===== config.mk =====
export PLATFORM = sky130hd
export DESIGN_NAME = skt_cell
export DESIGN_NICKNAME = d
export VERILOG_FILES = /design/src/sv/assert_macros.svh /design/src/sv/skt_pkg.sv /design/src/sv/skt_cell.sv
export SDC_FILE = /design/constraint.sdc
export NUM_CORES = 1
export LEC_CHECK = 0
export BUFFER_PORTS_ARGS = -buffer_cell sky130_fd_sc_hd__clkbuf_2
export CAP_MARGIN = 20
export CORE_AREA = 2 2 126 128
export CTS_CLUSTER_DIAMETER = 30
export DETAILED_ROUTE_END_ITERATION = 8
export DIE_AREA = 0 0 128 130
export HOLD_SLACK_MARGIN = 0.08
export PLACE_DENSITY = 0.78
export SYNTH_ARGS = -nofsm -noshare
export SYNTH_HDL_FRONTEND = slang
export SYNTH_SLANG_ARGS = --single-unit

===== constraint.sdc =====
create_clock -name clk -period 4.3 [get_ports clk]
set_clock_uncertainty 0.2 [all_clocks]
set_input_delay 0.43 -clock clk [delete_from_list [all_inputs] [get_ports clk]]
set_output_delay 0.43 -clock clk [all_outputs]
set_load 0.05 [all_outputs]

===== src/sv/assert_macros.svh =====
// Assertion macros shared by the sorted key table RTL.
// Each macro expects signals clk and arst_n in the including scope.
`ifndef ASSERT_MACROS_SVH
`define ASSERT_MACROS_SVH

// Property that must hold at every clock edge out of reset.
`define SKT_ASSERT(label, prop, msg) \
	label: assert property (@(posedge clk) disable iff (!arst_n) (prop)) else $error(msg);

// Same-cycle implication.
`define SKT_ASSERT_IMP(label, ante, cons, msg) \
	label: assert property (@(posedge clk) disable iff (!arst_n) (ante) |-> (cons)) \
		else $error(msg);

// Next-cycle implication.
`define SKT_ASSERT_NXT(label, ante, cons, msg) \
	label: assert property (@(posedge clk) disable iff (!arst_n) (ante) |=> (cons)) \
		else $error(msg);

`endif


===== src/sv/skt_pkg.sv =====
// Sizes, status codes and shared types of the sorted key table.
// No dependencies; used by every module of the block.
package skt_pkg;

	localparam int TABLE_DEPTH  = 256;
	localparam int MODE_COUNT   = 8;
	localparam int QUANTUM_BITS = 4;

	localparam int KEY_BITS = MODE_COUNT * QUANTUM_BITS;
	localparam int KEY_W    = (KEY_BITS < 32) ? KEY_BITS : 32;
	localparam int PAY_W    = 64;
	localparam int IDX_W    = $clog2(TABLE_DEPTH);
	localparam int CNT_W    = $clog2(TABLE_DEPTH + 1);
	localparam int RIDX_W   = 8;
	localparam int ID_CMP_W = (IDX_W > RIDX_W) ? IDX_W : RIDX_W;
	localparam int LIM_W    = (CNT_W > RIDX_W) ? CNT_W : RIDX_W;

	// reduction tree: groups of cells OR-ed in the first stage
	localparam int GRP   = 16;
	localparam int GRP_W = $clog2(GRP);
	localparam int NGRP  = (TABLE_DEPTH + GRP - 1) / GRP;

	// result status codes
	localparam logic [2:0] ST_INSERTED  = 3'd0;
	localparam logic [2:0] ST_PRESENT   = 3'd1;
	localparam logic [2:0] ST_FULL      = 3'd2;
	localparam logic [2:0] ST_READ_OK   = 3'd3;
	localparam logic [2:0] ST_BAD_INDEX = 3'd4;

	// item kinds
	localparam logic KIND_INSERT = 1'b0;
	localparam logic KIND_READ   = 1'b1;

	// broadcast from the controller to every cell
	typedef struct packed {
		logic             cmp_en;
		logic             shift_en;
		logic             rd_mode;
		logic [RIDX_W-1:0] index;
		logic [KEY_W-1:0] key;
		logic [PAY_W-1:0] payload;
		logic [CNT_W-1:0] count;
	} skt_ctrl_t;

	// reduced view of the selected cell
	typedef struct packed {
		logic             hit;
		logic [IDX_W-1:0] pos;
		logic [KEY_W-1:0] key;
		logic [PAY_W-1:0] payload;
	} skt_red_t;

endpackage


===== src/sv/skt_cell.sv =====
// One slot of the sorted row: holds a key and payload, compares and shifts.
// Depends on skt_pkg.
module skt_cell
	import skt_pkg::*;
(
	input  logic             clk,
	input  skt_ctrl_t        ctrl,
	input  logic [IDX_W-1:0] cell_id,
	input  logic             left_lt,
	input  logic [KEY_W-1:0] left_key,
	input  logic [PAY_W-1:0] left_payload,
	output logic             lt,
	output logic [KEY_W-1:0] key,
	output logic [PAY_W-1:0] payload,
	output logic             sel,
	output logic             eq
);

	logic [KEY_W-1:0] key_q;
	logic [PAY_W-1:0] pay_q;
	logic             sel_q, eq_q, ge_q;
	logic             in_range, ins_here, rd_here;

	assign in_range = CNT_W'(cell_id) < ctrl.count;
	assign lt       = in_range && (key_q < ctrl.key);
	assign ins_here = !lt && left_lt;
	assign rd_here  = ID_CMP_W'(cell_id) == ID_CMP_W'(ctrl.index);

	always_ff @(posedge clk) begin
		if (ctrl.cmp_en) begin
			sel_q <= ctrl.rd_mode ? rd_here : ins_here;
			eq_q  <= in_range && (key_q == ctrl.key);
			ge_q  <= !lt;
		end
	end

	// insert: new entry lands at the insert slot, everything above moves up one
	always_ff @(posedge clk) begin
		if (ctrl.shift_en) begin
			if (sel_q) begin
				key_q <= ctrl.key;
				pay_q <= ctrl.payload;
			end else if (ge_q) begin
				key_q <= left_key;
				pay_q <= left_payload;
			end
		end
	end

	assign key     = key_q;
	assign payload = pay_q;
	assign sel     = sel_q;
	assign eq      = eq_q;

endmodule


==> out/results.ini <==
[run_status]
status=finished, final reports clean

[synthesis]
synth_edf_count=99
syn_area_per_cell_um2=14.54
seq_area_frac_synth=0.5694
yosys_warnings=0
synth_cell_type_count=32
syn-instance-count=359
yosys_register_bits=99
synth_area_mm2=0.005221
async_flop_share=0
synthFlopType=edfxtp_1
synth_nets=620

[timing]
fmax_mhz=295.5
setup_viol_count_final=0
finalMaxSlewViolations=0
fin_setup_tns_ns=0
fin_crit_sh=0.7871
finalHoldViolations=0
max-slew-margin-rel=0.6455
period_needed_ns=3.385
tightest_slew_ns=0.5318
worst_hold_slack_ns=0.1373
setup_ws_ns=0.9155
rsz0062_at_grt=no

[clocking]
holdBufCountCts=0
numClockSinks=99
worst_skew_pair.late_latency_ns=0.35
cts_tree=yes
cts_htree_levels=3
clockBufferDepth=2
cts_root_buf=clkbuf_16
clkSlewWorstSetupHoldPaths_ns=0.08
cts_setup_buffers=0
post_cts_resize_count=0
numCtsBuffers=9

[cells_and_area]
drive_above_1_share=0.6405
fin_util=0.4774
nNetsFinal=943
area_delta_synth_final_pct=41.03
stdcell_area_mm2=0.007363
multi_input_area_mm2=0.002058
area.sequential_mm2=0.002973
antenna_cells=0
fin_cells=879
fillCellCount=1396

[setup_path]
r2r_start=key[1]
ff2ff_path_depth=7
critPathCaptureType=primary output
critPathMaxFanout=3
crit_arrival_ns=2.75
path_class=reg -> out
rrSetupSlack_ns=1.62
crit_path_start_kind=flip-flop
timing.rr.end=sel
worstPathRequired_ns=3.67

[floorplanning]
die_h_um=130
die_w_um=128
initial_core_util=0.3385
rows=46
coreArea_mm2=0.01542
ios=321
dieArea_mm2=0.01664

[placement]
post-dp-hpwl_um=11300
gp_congestion=0.8276
dpl_worst_slack_ns=1.129
port_buffers=320
place_area_mm2=0.007062
dpl.cell_count=863

[grt]
grt.overflow.total=0
grt_pass1_wl_um=20620
first_global_vias=4097
antenna_found_initial=0
grt_max_degree=99
grt_util_all_layers=0.1638

[power_and_ir_drop]
leakage_nw=3.473
p_per_area_mw_per_mm2=372.2
peakVddDrop_mv=0.1750
finalPower_mw=2.740

[detailed_routing]
firstDrtPassIters=6
antenna_left=0
vias=4096
post_drt_via_cell_ratio=4.660
drtIter0Drc=124
wirelength_um=14210
wl_per_cell_um=16.17
route.detailed.drc=0

[hold_path]
hold_path_class=in -> reg
hold_end=eq
worstHoldStart=ctrl[115]
whs_path_depth=1

[run]
maxCapViolations=0

-- layout make-up --
cell class,count,share of cell area
flip-flops and latches,99,0.4037
multi-input cells,208,0.2795
repair buffers,323,0.2223
well taps,192,0.03263
clock buffers,10,0.03110
inverters,41,0.02090
clock inverters,6,0.009856
-- cells in the final DEF (no fill, tap or decap), types with 2 or more instances in the layout --
master	n
o21ai_0	5
xor2_1	7
nand4_1	8
nand2_1	6
nor3_1	2
a21oi_1	14
clkbuf_2	320
edfxtp_1	99
a211oi_1	2
nor4_1	3
a21o_1	3
clkinvlp_4	3
buf_4	2
ha_1	39
inv_1	41
mux2_2	96
nand3_1	3
nor2_1	4
clkbuf_16	9
nand2b_1	2
-- power by group --
part           switching (mW)  total [mW]  leakage [nW]  internal [mW]
registers              0.0293        1.19         0.946           1.16
logic                   0.461       0.705          2.39          0.245
clock network           0.384       0.842         0.137          0.458
-- synthesized netlist by cell type (all sizes together) (2+ instances only) --
cell type | instances | area, um2
edfxtp | 99 | 2973
mux2 | 96 | 1081
inv | 41 | 153.9
ha | 39 | 488.0
a21oi | 14 | 70.07
clkbuf | 9 | 33.78
nand4 | 8 | 50.05
xor2 | 7 | 61.31
nand2 | 6 | 22.52
o21ai | 6 | 30.02
nor2 | 4 | 15.01
a211oi | 3 | 27.52
a21o | 3 | 22.52
nand2b | 3 | 26.27
nand3 | 3 | 15.01
nor4 | 3 | 18.77
a2111oi | 2 | 36.29
buf | 2 | 10.01
nor3 | 2 | 10.01
-- per-layer routing --
layer,part of all wire,track usage,vias up
met5,0,0,-
met4,0.023,0.06270,0
met3,0.066,0.04264,21
met2,0.52,0.2938,191
met1,0.39,0.1885,1884
li1,-,-,2000
-- critical path, cell delays in order (launching register included) --
cell       delay, ns
edfxtp_1        0.41
ha_1            0.31
nor2b_1         0.14
o211ai_1        0.18
a2111oi_0       0.12
or4_1           0.54
a211oi_2        0.35
clkbuf_2        0.34
-- kinds of logic after synthesis --
family / Yosys count / share of synthesized area
flip-flops: 99 / 0.5694
multiplexers: 96 / 0.2070
buffers and inverters: 52 / 0.03786
adder cells (fa/ha/maj): 39 / 0.09346
AO/OA/AOI/OAI: 34 / 0.04601
AND/OR/NAND/NOR: 31 / 0.03283
XOR/XNOR: 8 / 0.01342
-- sequential cells by signal, indices dropped and copies added, names as in the netlist --
register / count
eq: 1
ge_q: 1
key: 32
payload: 64
sel: 1
-- worst max path at each step --
stage / startpoint / to / slack, ns
floorplan: sel / key[0] / 0.80
global placement: ctrl[74] / lt / 1.12
global route: key[1] / lt / 0.81
finish: key[1] / lt / 0.92
CTS: key[1] / lt / 0.88
detailed placement: ctrl[74] / lt / 1.13
No activity file was read; power rests on OpenSTA's default activity.
